==> src/rtl/msq_pkg.sv <==
// package with types, constants and the case table of the marching squares block
package msq_pkg;

  localparam int VALUE_WIDTH_DEF = 32;
  localparam int MAX_GRID_DIM    = 4096;
  localparam int GRID_DIM_W      = 13;
  localparam int INDEX_W         = 12;
  localparam int COORD_W         = 32;
  localparam int CFG_INDEX_W     = 3;
  localparam int CFG_DATA_W      = 32;

  localparam logic [63:0] Q_ONE_RAW  = 64'h0000_0000_0001_0000;
  localparam logic [63:0] Q_HALF_RAW = 64'h0000_0000_0000_8000;

  // stream layouts
  localparam int IN_TDATA_W     = 288;
  localparam int IN_COL_LSB     = 0;
  localparam int IN_ROW_LSB     = 12;
  localparam int IN_MASK_LSB    = 24;
  localparam int IN_ISO_LSB     = 28;
  localparam int OUT_TDATA_W    = 264;
  localparam int OUT_CASE_LSB   = 0;
  localparam int OUT_COUNT_LSB  = 4;
  localparam int OUT_SEG1_LSB   = 6;
  localparam int OUT_SEG2_LSB   = 134;
  localparam int OUT_USED_MSB   = 261;

  // case codes with special meaning
  localparam logic [3:0] CASE_EMPTY    = 4'd0;
  localparam logic [3:0] CASE_FULL     = 4'd15;
  localparam logic [3:0] CASE_SADDLE_A = 4'd5;
  localparam logic [3:0] CASE_SADDLE_B = 4'd10;

  typedef enum logic [CFG_INDEX_W-1:0] {
    REG_ORIGIN_X     = 3'd0,
    REG_ORIGIN_Y     = 3'd1,
    REG_STEP_X       = 3'd2,
    REG_STEP_Y       = 3'd3,
    REG_GRID_COLUMNS = 3'd4,
    REG_GRID_ROWS    = 3'd5
  } cfg_reg_t;

  typedef enum logic [1:0] {
    EDGE_BOTTOM = 2'd0,
    EDGE_RIGHT  = 2'd1,
    EDGE_TOP    = 2'd2,
    EDGE_LEFT   = 2'd3
  } edge_t;

  typedef struct packed {
    edge_t      start0;
    edge_t      end0;
    edge_t      start1;
    edge_t      end1;
    logic [1:0] count;
  } seg_plan_t;

  typedef struct packed {
    logic [INDEX_W-1:0]      cell_column;
    logic [INDEX_W-1:0]      cell_row;
    logic [3:0]              corner_present_mask;
    logic [3:0][COORD_W-1:0] iso_x;
    logic [3:0][COORD_W-1:0] iso_y;
  } cell_item_t;

  typedef struct packed {
    logic [COORD_W-1:0] start_x;
    logic [COORD_W-1:0] start_y;
    logic [COORD_W-1:0] end_x;
    logic [COORD_W-1:0] end_y;
  } segment_t;

  typedef struct packed {
    logic [3:0] case_code;
    logic [1:0] segment_count;
    segment_t   first;
    segment_t   second;
  } cell_result_t;

  // segments for each case code, edges named by the cell side they cross
  function automatic seg_plan_t seg_plan(input logic [3:0] code);
    seg_plan_t p;
    p = '{EDGE_BOTTOM, EDGE_BOTTOM, EDGE_BOTTOM, EDGE_BOTTOM, 2'd0};
    case (code)
      4'd1:    p = '{EDGE_LEFT,   EDGE_BOTTOM, EDGE_BOTTOM, EDGE_BOTTOM, 2'd1};
      4'd2:    p = '{EDGE_BOTTOM, EDGE_RIGHT,  EDGE_BOTTOM, EDGE_BOTTOM, 2'd1};
      4'd3:    p = '{EDGE_LEFT,   EDGE_RIGHT,  EDGE_BOTTOM, EDGE_BOTTOM, 2'd1};
      4'd4:    p = '{EDGE_TOP,    EDGE_RIGHT,  EDGE_BOTTOM, EDGE_BOTTOM, 2'd1};
      4'd5:    p = '{EDGE_TOP,    EDGE_RIGHT,  EDGE_LEFT,   EDGE_BOTTOM, 2'd2};
      4'd6:    p = '{EDGE_TOP,    EDGE_BOTTOM, EDGE_BOTTOM, EDGE_BOTTOM, 2'd1};
      4'd7:    p = '{EDGE_LEFT,   EDGE_TOP,    EDGE_BOTTOM, EDGE_BOTTOM, 2'd1};
      4'd8:    p = '{EDGE_LEFT,   EDGE_TOP,    EDGE_BOTTOM, EDGE_BOTTOM, 2'd1};
      4'd9:    p = '{EDGE_TOP,    EDGE_BOTTOM, EDGE_BOTTOM, EDGE_BOTTOM, 2'd1};
      4'd10:   p = '{EDGE_TOP,    EDGE_LEFT,   EDGE_BOTTOM, EDGE_RIGHT,  2'd2};
      4'd11:   p = '{EDGE_TOP,    EDGE_RIGHT,  EDGE_BOTTOM, EDGE_BOTTOM, 2'd1};
      4'd12:   p = '{EDGE_LEFT,   EDGE_RIGHT,  EDGE_BOTTOM, EDGE_BOTTOM, 2'd1};
      4'd13:   p = '{EDGE_BOTTOM, EDGE_RIGHT,  EDGE_BOTTOM, EDGE_BOTTOM, 2'd1};
      4'd14:   p = '{EDGE_LEFT,   EDGE_BOTTOM, EDGE_BOTTOM, EDGE_BOTTOM, 2'd1};
      default: p = '{EDGE_BOTTOM, EDGE_BOTTOM, EDGE_BOTTOM, EDGE_BOTTOM, 2'd0};
    endcase
    return p;
  endfunction

endpackage

==> src/rtl/msq_cell_eval.sv <==
// combinational evaluation of one cell: corner positions, case code and segments
module msq_cell_eval #(
  parameter int VALUE_WIDTH = msq_pkg::VALUE_WIDTH_DEF
) (
  input  logic [VALUE_WIDTH-1:0]          origin_x,
  input  logic [VALUE_WIDTH-1:0]          origin_y,
  input  logic [VALUE_WIDTH-1:0]          step_x,
  input  logic [VALUE_WIDTH-1:0]          step_y,
  input  logic [msq_pkg::GRID_DIM_W-1:0] grid_columns,
  input  logic [msq_pkg::GRID_DIM_W-1:0] grid_rows,
  input  msq_pkg::cell_item_t            item,
  output msq_pkg::cell_result_t          result
);
  import msq_pkg::*;

  localparam int VW = VALUE_WIDTH;
  localparam logic [VW-1:0] ONE  = VW'(Q_ONE_RAW);
  localparam logic [VW-1:0] HALF = VW'(Q_HALF_RAW);

  logic [VW-1:0]   prod_x, prod_y;
  logic [VW-1:0]   px_lo, px_hi, py_lo, py_hi;
  logic [VW-1:0]   fall_x, fall_y;
  logic [VW-1:0]   ix [4];
  logic [VW-1:0]   iy [4];
  logic [VW-1:0]   cx [4];
  logic [VW-1:0]   cy [4];
  logic [3:0]      code;
  logic [VW-1:0]   nudge_x, nudge_y;
  logic            edge_cell;
  seg_plan_t       plan;

  function automatic logic [VW-1:0] pick_x(input edge_t e, input logic [VW-1:0] nx,
                                           input logic [VW-1:0] xlo, input logic [VW-1:0] xhi);
    logic [VW-1:0] v;
    case (e)
      EDGE_BOTTOM: v = nx;
      EDGE_RIGHT:  v = xhi;
      EDGE_TOP:    v = nx;
      EDGE_LEFT:   v = xlo;
      default:     v = xlo;
    endcase
    return v;
  endfunction

  function automatic logic [VW-1:0] pick_y(input edge_t e, input logic [VW-1:0] ny,
                                           input logic [VW-1:0] ylo, input logic [VW-1:0] yhi);
    logic [VW-1:0] v;
    case (e)
      EDGE_BOTTOM: v = ylo;
      EDGE_RIGHT:  v = ny;
      EDGE_TOP:    v = yhi;
      EDGE_LEFT:   v = ny;
      default:     v = ylo;
    endcase
    return v;
  endfunction

  // one multiplier per axis, the far corner is one step further
  assign prod_x = VW'(item.cell_column) * step_x;
  assign prod_y = VW'(item.cell_row) * step_y;
  assign px_lo  = origin_x + prod_x;
  assign px_hi  = px_lo + step_x;
  assign py_lo  = origin_y + prod_y;
  assign py_hi  = py_lo + step_y;
  assign fall_x = origin_x - ONE;
  assign fall_y = origin_y - ONE;

  assign edge_cell = ({1'b0, item.cell_column} + GRID_DIM_W'(1) >= grid_columns) ||
                     ({1'b0, item.cell_row} + GRID_DIM_W'(1) >= grid_rows);

  always_comb begin
    cx[0] = px_lo; cx[1] = px_hi; cx[2] = px_hi; cx[3] = px_lo;
    cy[0] = py_lo; cy[1] = py_lo; cy[2] = py_hi; cy[3] = py_hi;
    for (int i = 0; i < 4; i++) begin
      if (item.corner_present_mask[i]) begin
        ix[i] = VW'($signed(item.iso_x[i]));
        iy[i] = VW'($signed(item.iso_y[i]));
      end else begin
        ix[i] = fall_x;
        iy[i] = fall_y;
      end
      code[i] = ($signed(cx[i]) <= $signed(ix[i])) && ($signed(cy[i]) <= $signed(iy[i]));
    end
  end

  // edge points take corner 0's iso value, moved half a unit off a hit on the low corner
  assign nudge_x = (ix[0] == px_lo) ? px_lo + HALF : ix[0];
  assign nudge_y = (iy[0] == py_lo) ? py_lo + HALF : iy[0];
  assign plan    = seg_plan(code);

  always_comb begin
    result = '0;
    if (!edge_cell) begin
      result.case_code     = code;
      result.segment_count = plan.count;
      if (plan.count != 2'd0) begin
        result.first.start_x = COORD_W'(pick_x(plan.start0, nudge_x, px_lo, px_hi));
        result.first.start_y = COORD_W'(pick_y(plan.start0, nudge_y, py_lo, py_hi));
        result.first.end_x   = COORD_W'(pick_x(plan.end0, nudge_x, px_lo, px_hi));
        result.first.end_y   = COORD_W'(pick_y(plan.end0, nudge_y, py_lo, py_hi));
      end
      if (plan.count == 2'd2) begin
        result.second.start_x = COORD_W'(pick_x(plan.start1, nudge_x, px_lo, px_hi));
        result.second.start_y = COORD_W'(pick_y(plan.start1, nudge_y, py_lo, py_hi));
        result.second.end_x   = COORD_W'(pick_x(plan.end1, nudge_x, px_lo, px_hi));
        result.second.end_y   = COORD_W'(pick_y(plan.end1, nudge_y, py_lo, py_hi));
      end
    end
  end

endmodule

==> src/rtl/marching_squares_cell_segments.sv <==
// top level of the marching squares cell segment generator
// One grid cell in per beat, one result beat out per cell, at a sustained rate of one cell
// per clock while out_tready holds, through an input register, then a result register. The cell's
// corner positions are origin plus index times step (one multiplier per axis), each corner is
// set when its position is at or below its iso pair, and the 4-bit case code selects zero,
// one or two segments whose end points sit on the cell sides. Cells in the last column or
// row give an all-zero result. All arithmetic is two's complement Q16.16 that wraps. The
// evaluation sits between the two registers, so that path (multiply, add, compare, select)
// sets the clock. Configuration writes are taken in any cycle and must only be issued while
// no cell is in flight; indexes beyond the register list are dropped.
module marching_squares_cell_segments #(
  parameter int VALUE_WIDTH = msq_pkg::VALUE_WIDTH_DEF
) (
  input  logic                            clk,
  input  logic                            rst_n,
  // configuration write channel
  input  logic                            cfg_valid,
  output logic                            cfg_ready,
  input  logic [msq_pkg::CFG_INDEX_W-1:0] cfg_index,
  input  logic [msq_pkg::CFG_DATA_W-1:0]  cfg_data,
  // cell stream
  input  logic                            in_tvalid,
  output logic                            in_tready,
  // cell_column, cell_row, corner_present_mask, iso_x_corner0, iso_y_corner0,
  // iso_x_corner1, iso_y_corner1, iso_x_corner2, iso_y_corner2, iso_x_corner3,
  // iso_y_corner3, zero pad
  input  logic [msq_pkg::IN_TDATA_W-1:0]  in_tdata,
  // result stream
  output logic                            out_tvalid,
  input  logic                            out_tready,
  // case_code, segment_count, first_start_x, first_start_y, first_end_x, first_end_y,
  // second_start_x, second_start_y, second_end_x, second_end_y, zero pad
  output logic [msq_pkg::OUT_TDATA_W-1:0] out_tdata
);
  import msq_pkg::*;

  localparam int VW = VALUE_WIDTH;

  // configuration registers
  logic [VW-1:0]         origin_x_r, origin_y_r, step_x_r, step_y_r;
  logic [GRID_DIM_W-1:0] grid_columns_r, grid_rows_r;
  logic [VW-1:0]         cfg_value;

  // pipeline registers
  logic                  in_valid_r, in_valid_nxt;
  cell_item_t            item_r, item_nxt;
  logic                  out_valid_r, out_valid_nxt;
  cell_result_t          result_r;
  cell_result_t          result_nxt;
  logic                  in_take, res_load;

  // register writes, always ready
  assign cfg_ready = 1'b1;
  assign cfg_value = VW'($signed(cfg_data));

  always_ff @(posedge clk) begin
    if (!rst_n) begin
      origin_x_r     <= '0;
      origin_y_r     <= '0;
      step_x_r       <= VW'(Q_ONE_RAW);
      step_y_r       <= VW'(Q_ONE_RAW);
      grid_columns_r <= GRID_DIM_W'(MAX_GRID_DIM);
      grid_rows_r    <= GRID_DIM_W'(MAX_GRID_DIM);
    end else if (cfg_valid) begin
      case (cfg_reg_t'(cfg_index))
        REG_ORIGIN_X:     origin_x_r     <= cfg_value;
        REG_ORIGIN_Y:     origin_y_r     <= cfg_value;
        REG_STEP_X:       step_x_r       <= cfg_value;
        REG_STEP_Y:       step_y_r       <= cfg_value;
        REG_GRID_COLUMNS: grid_columns_r <= cfg_data[GRID_DIM_W-1:0];
        REG_GRID_ROWS:    grid_rows_r    <= cfg_data[GRID_DIM_W-1:0];
        default: ;
      endcase
    end
  end

  // handshake: the result register loads from a full input register whenever it is empty
  // or being drained, and the input register refills whenever it is empty or hands its cell on
  assign res_load  = in_valid_r && (!out_valid_r || out_tready);
  assign in_tready = !in_valid_r || res_load;
  assign in_take   = in_tvalid && in_tready;

  always_comb begin
    in_valid_nxt = in_valid_r;
    if (in_take) begin
      in_valid_nxt = 1'b1;
    end else if (res_load) begin
      in_valid_nxt = 1'b0;
    end
    out_valid_nxt = out_valid_r;
    if (res_load) begin
      out_valid_nxt = 1'b1;
    end else if (out_tready) begin
      out_valid_nxt = 1'b0;
    end
  end

  // unpack the input beat
  always_comb begin
    item_nxt.cell_column         = in_tdata[IN_COL_LSB +: INDEX_W];
    item_nxt.cell_row            = in_tdata[IN_ROW_LSB +: INDEX_W];
    item_nxt.corner_present_mask = in_tdata[IN_MASK_LSB +: 4];
    for (int i = 0; i < 4; i++) begin
      item_nxt.iso_x[i] = in_tdata[IN_ISO_LSB + 2 * i * COORD_W +: COORD_W];
      item_nxt.iso_y[i] = in_tdata[IN_ISO_LSB + (2 * i + 1) * COORD_W +: COORD_W];
    end
  end

  always_ff @(posedge clk) begin
    if (!rst_n) begin
      in_valid_r  <= 1'b0;
      out_valid_r <= 1'b0;
    end else begin
      in_valid_r  <= in_valid_nxt;
      out_valid_r <= out_valid_nxt;
    end
  end

  always_ff @(posedge clk) begin
    if (in_take) begin
      item_r <= item_nxt;
    end
    if (res_load) begin
      result_r <= result_nxt;
    end
  end

  msq_cell_eval #(
    .VALUE_WIDTH(VALUE_WIDTH)
  ) u_eval (
    .origin_x     (origin_x_r),
    .origin_y     (origin_y_r),
    .step_x       (step_x_r),
    .step_y       (step_y_r),
    .grid_columns (grid_columns_r),
    .grid_rows    (grid_rows_r),
    .item         (item_r),
    .result       (result_nxt)
  );

  // pack the result beat
  assign out_tvalid = out_valid_r;
  always_comb begin
    out_tdata = '0;
    out_tdata[OUT_CASE_LSB +: 4]                 = result_r.case_code;
    out_tdata[OUT_COUNT_LSB +: 2]                = result_r.segment_count;
    out_tdata[OUT_SEG1_LSB +: COORD_W]           = result_r.first.start_x;
    out_tdata[OUT_SEG1_LSB + COORD_W +: COORD_W] = result_r.first.start_y;
    out_tdata[OUT_SEG1_LSB + 2 * COORD_W +: COORD_W] = result_r.first.end_x;
    out_tdata[OUT_SEG1_LSB + 3 * COORD_W +: COORD_W] = result_r.first.end_y;
    out_tdata[OUT_SEG2_LSB +: COORD_W]           = result_r.second.start_x;
    out_tdata[OUT_SEG2_LSB + COORD_W +: COORD_W] = result_r.second.start_y;
    out_tdata[OUT_SEG2_LSB + 2 * COORD_W +: COORD_W] = result_r.second.end_x;
    out_tdata[OUT_SEG2_LSB + 3 * COORD_W +: COORD_W] = result_r.second.end_y;
  end

endmodule

==> config.mk <==
export PLATFORM = sky130hd
export DESIGN_NAME = marching_squares_cell_segments
export DESIGN_NICKNAME = d
export VERILOG_FILES = /design/src/rtl/msq_pkg.sv /design/src/rtl/msq_cell_eval.sv /design/src/rtl/marching_squares_cell_segments.sv
export SDC_FILE = /design/constraint.sdc
export NUM_CORES = 2
export LEC_CHECK = 0
export CORE_MARGIN = 2
export CORE_UTILIZATION = 60
export CTS_BUF_LIST = sky130_fd_sc_hd__clkbuf_4 sky130_fd_sc_hd__clkbuf_8 sky130_fd_sc_hd__clkbuf_16
export CTS_CLUSTER_SIZE = 40
export DETAILED_ROUTE_END_ITERATION = 10
export DONT_BUFFER_PORTS = 1
export HOLD_SLACK_MARGIN = 0.15
export PLACE_DENSITY = 0.76
export SYNTH_ARGS = -nofsm -noshare
export SYNTH_HDL_FRONTEND = slang
export SYNTH_SLANG_ARGS = --single-unit
==> constraint.sdc <==
create_clock -name clk -period 16 [get_ports clk]
set_input_delay 0.8 -clock clk [delete_from_list [all_inputs] [get_ports clk]]
set_output_delay 0.8 -clock clk [all_outputs]
set_load 0.005 [all_outputs]
==> reports/metrics.csv <==
stage;metric;value;unit
setup_path;Setup crit end kind;flip-flop;
clock_tree;TritonCTS clock tree;built;
synthesis;count of flip-flops with a built-in enable after synthesis;546;
clock_tree;clock latency of the later-clocked register in the worst-skew pair;0.70;ns
setup_path;family of cells with the greatest summed delay on the critical path;adder cells;
min_path;HP Class;in2reg;
drt;initial detailed-routing violation count;6548;
global_routing;most used routing layer;met1;
clock_tree;clock transition time at the flip-flop clock pins of the worst setup and hold paths;0.07;ns
layout;area of all placed cells without fillers;66200;sq um
sta;setup tns final;0;ns
floorplan;top-level I/O count;595;
synthesis;register bit count reported by yosys;702;
synthesis;Syn Area/Cell;9.62;sq um
global_routing;maximum number of pins on one net before global-route repair;179;
drt;post-detailed-route wirelength per cell;27.7;um
synthesis;share of flip-flops with an asynchronous set or reset after synthesis;0;%
drt;remaining routing DRC violations;0;
setup_path;most frequent cell on the critical path;fa_1;
drt;number of vias in the routed layout;50200;
setup_path;Crit path required time;16.48;ns
drt;count of TritonRoute iterations in the first routing pass;6;
synthesis;post-synthesis sequential area ratio;31.3;%
floorplan;Die ar.;106000;sq um
floorplan;core region area;103000;sq um
layout;fill cell total of the finished layout;8291;
layout;leading cell types in the layout, fill and taps excluded;nand2_1 (981), inv_1 (700), edfxtp_1 (546);
synthesis;post-synth top area share;26.3;%
clock_tree;Clk Tree Root Cell;clkbuf_16;
global_routing;global-route total usage across every layer;40.1;%
clock_tree;cts hold-fix bufs;0;
global_routing;met2 Use GR;55.8;%
floorplan;Chip Width;326;um
setup_path;slowest library cell on the worst path;xor2_1;
setup_path;worst path bufs/invs;6;
clock_tree;depth of the CTS H-tree;3;
global_routing;overall overflow remaining after global route;0;
placement;total cell area at the placement stage;63400;sq um
sta;Worst-Margin Slew;1.37;ns
clock_tree;deepest clock path buffer count;3;
sta;final setup violating endpoints;0;
power;Lkg Pwr;27.8;nW
setup_path;maximum fanout count along the critical path;60;
sta;setup repair after global routing missed its margin;no;
power;Power Total;7.27;mW
outcome;outcome;finished clean;
synthesis;warnings from Yosys;0;
setup_path;Worst Path Class, Setup;reg2reg;
sta;fmax;72.4;MHz
power;peak supply drop;148;uV
layout;most common library cell in the layout ignoring fill and taps;nand2_1;
floorplan;num rows;118;
floorplan;die boundary height;326;um
drt;total length of routed wires;216000;um
global_routing;global-route wire length before repair;316000;um
sta;pins over their slew limit;0;
layout;synthesis-to-finish area growth;6.26;%
global_routing;met1 track demand over resource in global routing;57.4;%
layout;post-layout util;64.1;%
setup_path;Slowest Stage Delay on Critical Path;0.97;ns
sta;Worst Skew;0.0478;ns
placement;Port Buffer Count;0;
synthesis;largest area contributor in the synthesized netlist;edfxtp_1;
sta;worst rel slew slack;8.09;%
drt;post-detailed-route count of antenna-violating nets;0;
clock_tree;post-cts repair resize count;0;
synthesis;unique cell type count in the Yosys netlist;119;
clock_tree;number of CTS-inserted buffers;79;
sta;endpoints failing hold;0;
clock_tree;post-CTS setup buffers;0;
floorplan;initial core utilization;60.4;%
flow_run;max-cap viol count;0;
setup_path;Worst Path Arrival;14.30;ns
synthesis;post-synth design cell area;62300;sq um
sta;final cycle utilization of the critical path;86.4;%
sta;crit path time final;13.82;ns
synthesis;number of cells produced by synthesis;6477;
global_routing;GR Layer Usage met3;13.8;%
layout;share of final-layout standard cells stronger than drive strength 1;5.00;%
layout;total number of nets in the final design;7639;
clock_tree;# clock sinks;702;
global_routing;via count of the first global-routing pass;47600;
power;pwr/cell area;110;nW/um^2
setup_path;type of element launching the critical path;flip-flop;
drt;via density per instance;6.44;
placement;sum of net half-perimeters after detailed placement;168000;um
synthesis;dominant register cell in the synthesized netlist;edfxtp_1;
synthesis;ranking of synthesized cells by area;edfxtp_1 (26%), fa_1 (17%), ha_1 (9.3%), nand2_1 (5.9%), dfxtp_1 (5.0%);
placement;routability cong.;1.02;
global_routing;number of antenna violations at the first check in global routing;51;
state kept, by name, indices dropped and copies added, names as in the netlist:
signal and count:
step_y_r 32, item_r 284, origin_x_r 32, grid_rows_r 13, step_x_r 32, grid_columns_r 13, out_tvalid 1, out_tdata 262
origin_y_r 32, in_valid_r 1
area by class of cell:
class | count | area (sq um) | area share (%)
multi-input cells | 4733 | 38800 | 58.6
flip-flops and latches | 702 | 19500 | 29.5
inverters | 701 | 2630 | 3.98
clock buffers | 92 | 2070 | 3.13
well taps | 1380 | 1730 | 2.61
repair buffers | 94 | 718 | 1.08
clock inverters | 55 | 668 | 1.01
diodes | 32 | 80.1 | 0.121
final timing paths:
kind | start | to | slack [ns] | cells after the start
worst max-delay path | item_r[261] | out_tdata[173] | 2.18 | 38
worst min-delay path | in_tdata[220] | item_r[224] | 0.19 | 0
worst max register to register | item_r[261] | out_tdata[173] | 2.18 | 38
worst min register to register | grid_columns_r[6] | grid_columns_r[6] | 0.46 | 2
synth_stat cells (8+ instances only):
library cell,count
fa_1,538
and3_1,26
o21bai_1,23
nand4_1,62
a21o_1,68
o21ai_0,132
nor2b_1,30
nor2_1,329
a31oi_1,20
ha_1,462
inv_1,700
buf_2,17
o2111ai_1,8
xnor2_1,140
a221oi_1,18
o21ai_1,9
and4_1,15
nand2b_1,34
clkbuf_8,9
nor3_1,94
dfxtp_1,156
mux2_2,10
and2_1,275
a21boi_0,156
o211ai_1,39
o31ai_1,21
nor4_1,21
or2_2,14
nand2_1,983
a211o_1,15
a2111oi_0,9
xor2_1,63
clkbuf_1,270
buf_1,35
edfxtp_1,546
nand3_1,106
a22oi_1,35
mux2i_1,280
a32oi_1,9
or4_1,12
o21a_1,34
a211oi_1,96
or3_1,16
a21oi_1,390
report_power, final:
group	switching, mW	internal (mW)	leakage, nW	total [mW]
clock	0.852	1.10	1.32	1.95
combinational	2.02	0.945	19.8	2.97
sequential	0.143	2.22	6.65	2.36
layer usage:
layer / routed length (um) / vias to the layer above
met1: 86100 / 24500
li1: - / 21700
met5: 139 / -
met2: 88000 / 3377
met4: 9670 / 22
met3: 32100 / 485
worst reg2reg max path: cells and delay by family, from the launching register on:
| kind | cells | cell delay (ns) |
|---|---|---|
| muxes | 1 | 0.47 |
| xor gates and xnor gates | 2 | 1.65 |
| buffers and inverters | 6 | 0.97 |
| DFF | 1 | 0.78 |
| and+or+nand+nor | 9 | 2.93 |
| adders and majority gates | 8 | 3.64 |
| AOI/OAI and AO/OA | 12 | 3.17 |
stage by stage:
step,hold WS [ns],worst slack [ns],cells
after floorplan,0.443,2.65,6478
after global placement,0.451,2.78,7610
after detailed placement,0.457,2.54,7610
after CTS,0.157,2.50,7757
after global routing,0.184,1.63,7777
final,0.190,2.18,7789
kinds of logic (layout without fill, tap and decap cells):
family	after synthesis	in the layout	share of synthesized area, %
simple gates	2056	2056	15.3
compound gates	1177	1177	12.6
buf+inv	1043	942	6.56
fa+ha+maj	1000	1000	26.6
flops	702	702	31.3
mux	291	291	4.70
xor+xnor	206	206	2.93
other cells	2	35	0.0121
Power figures use the tool's default switching activity.
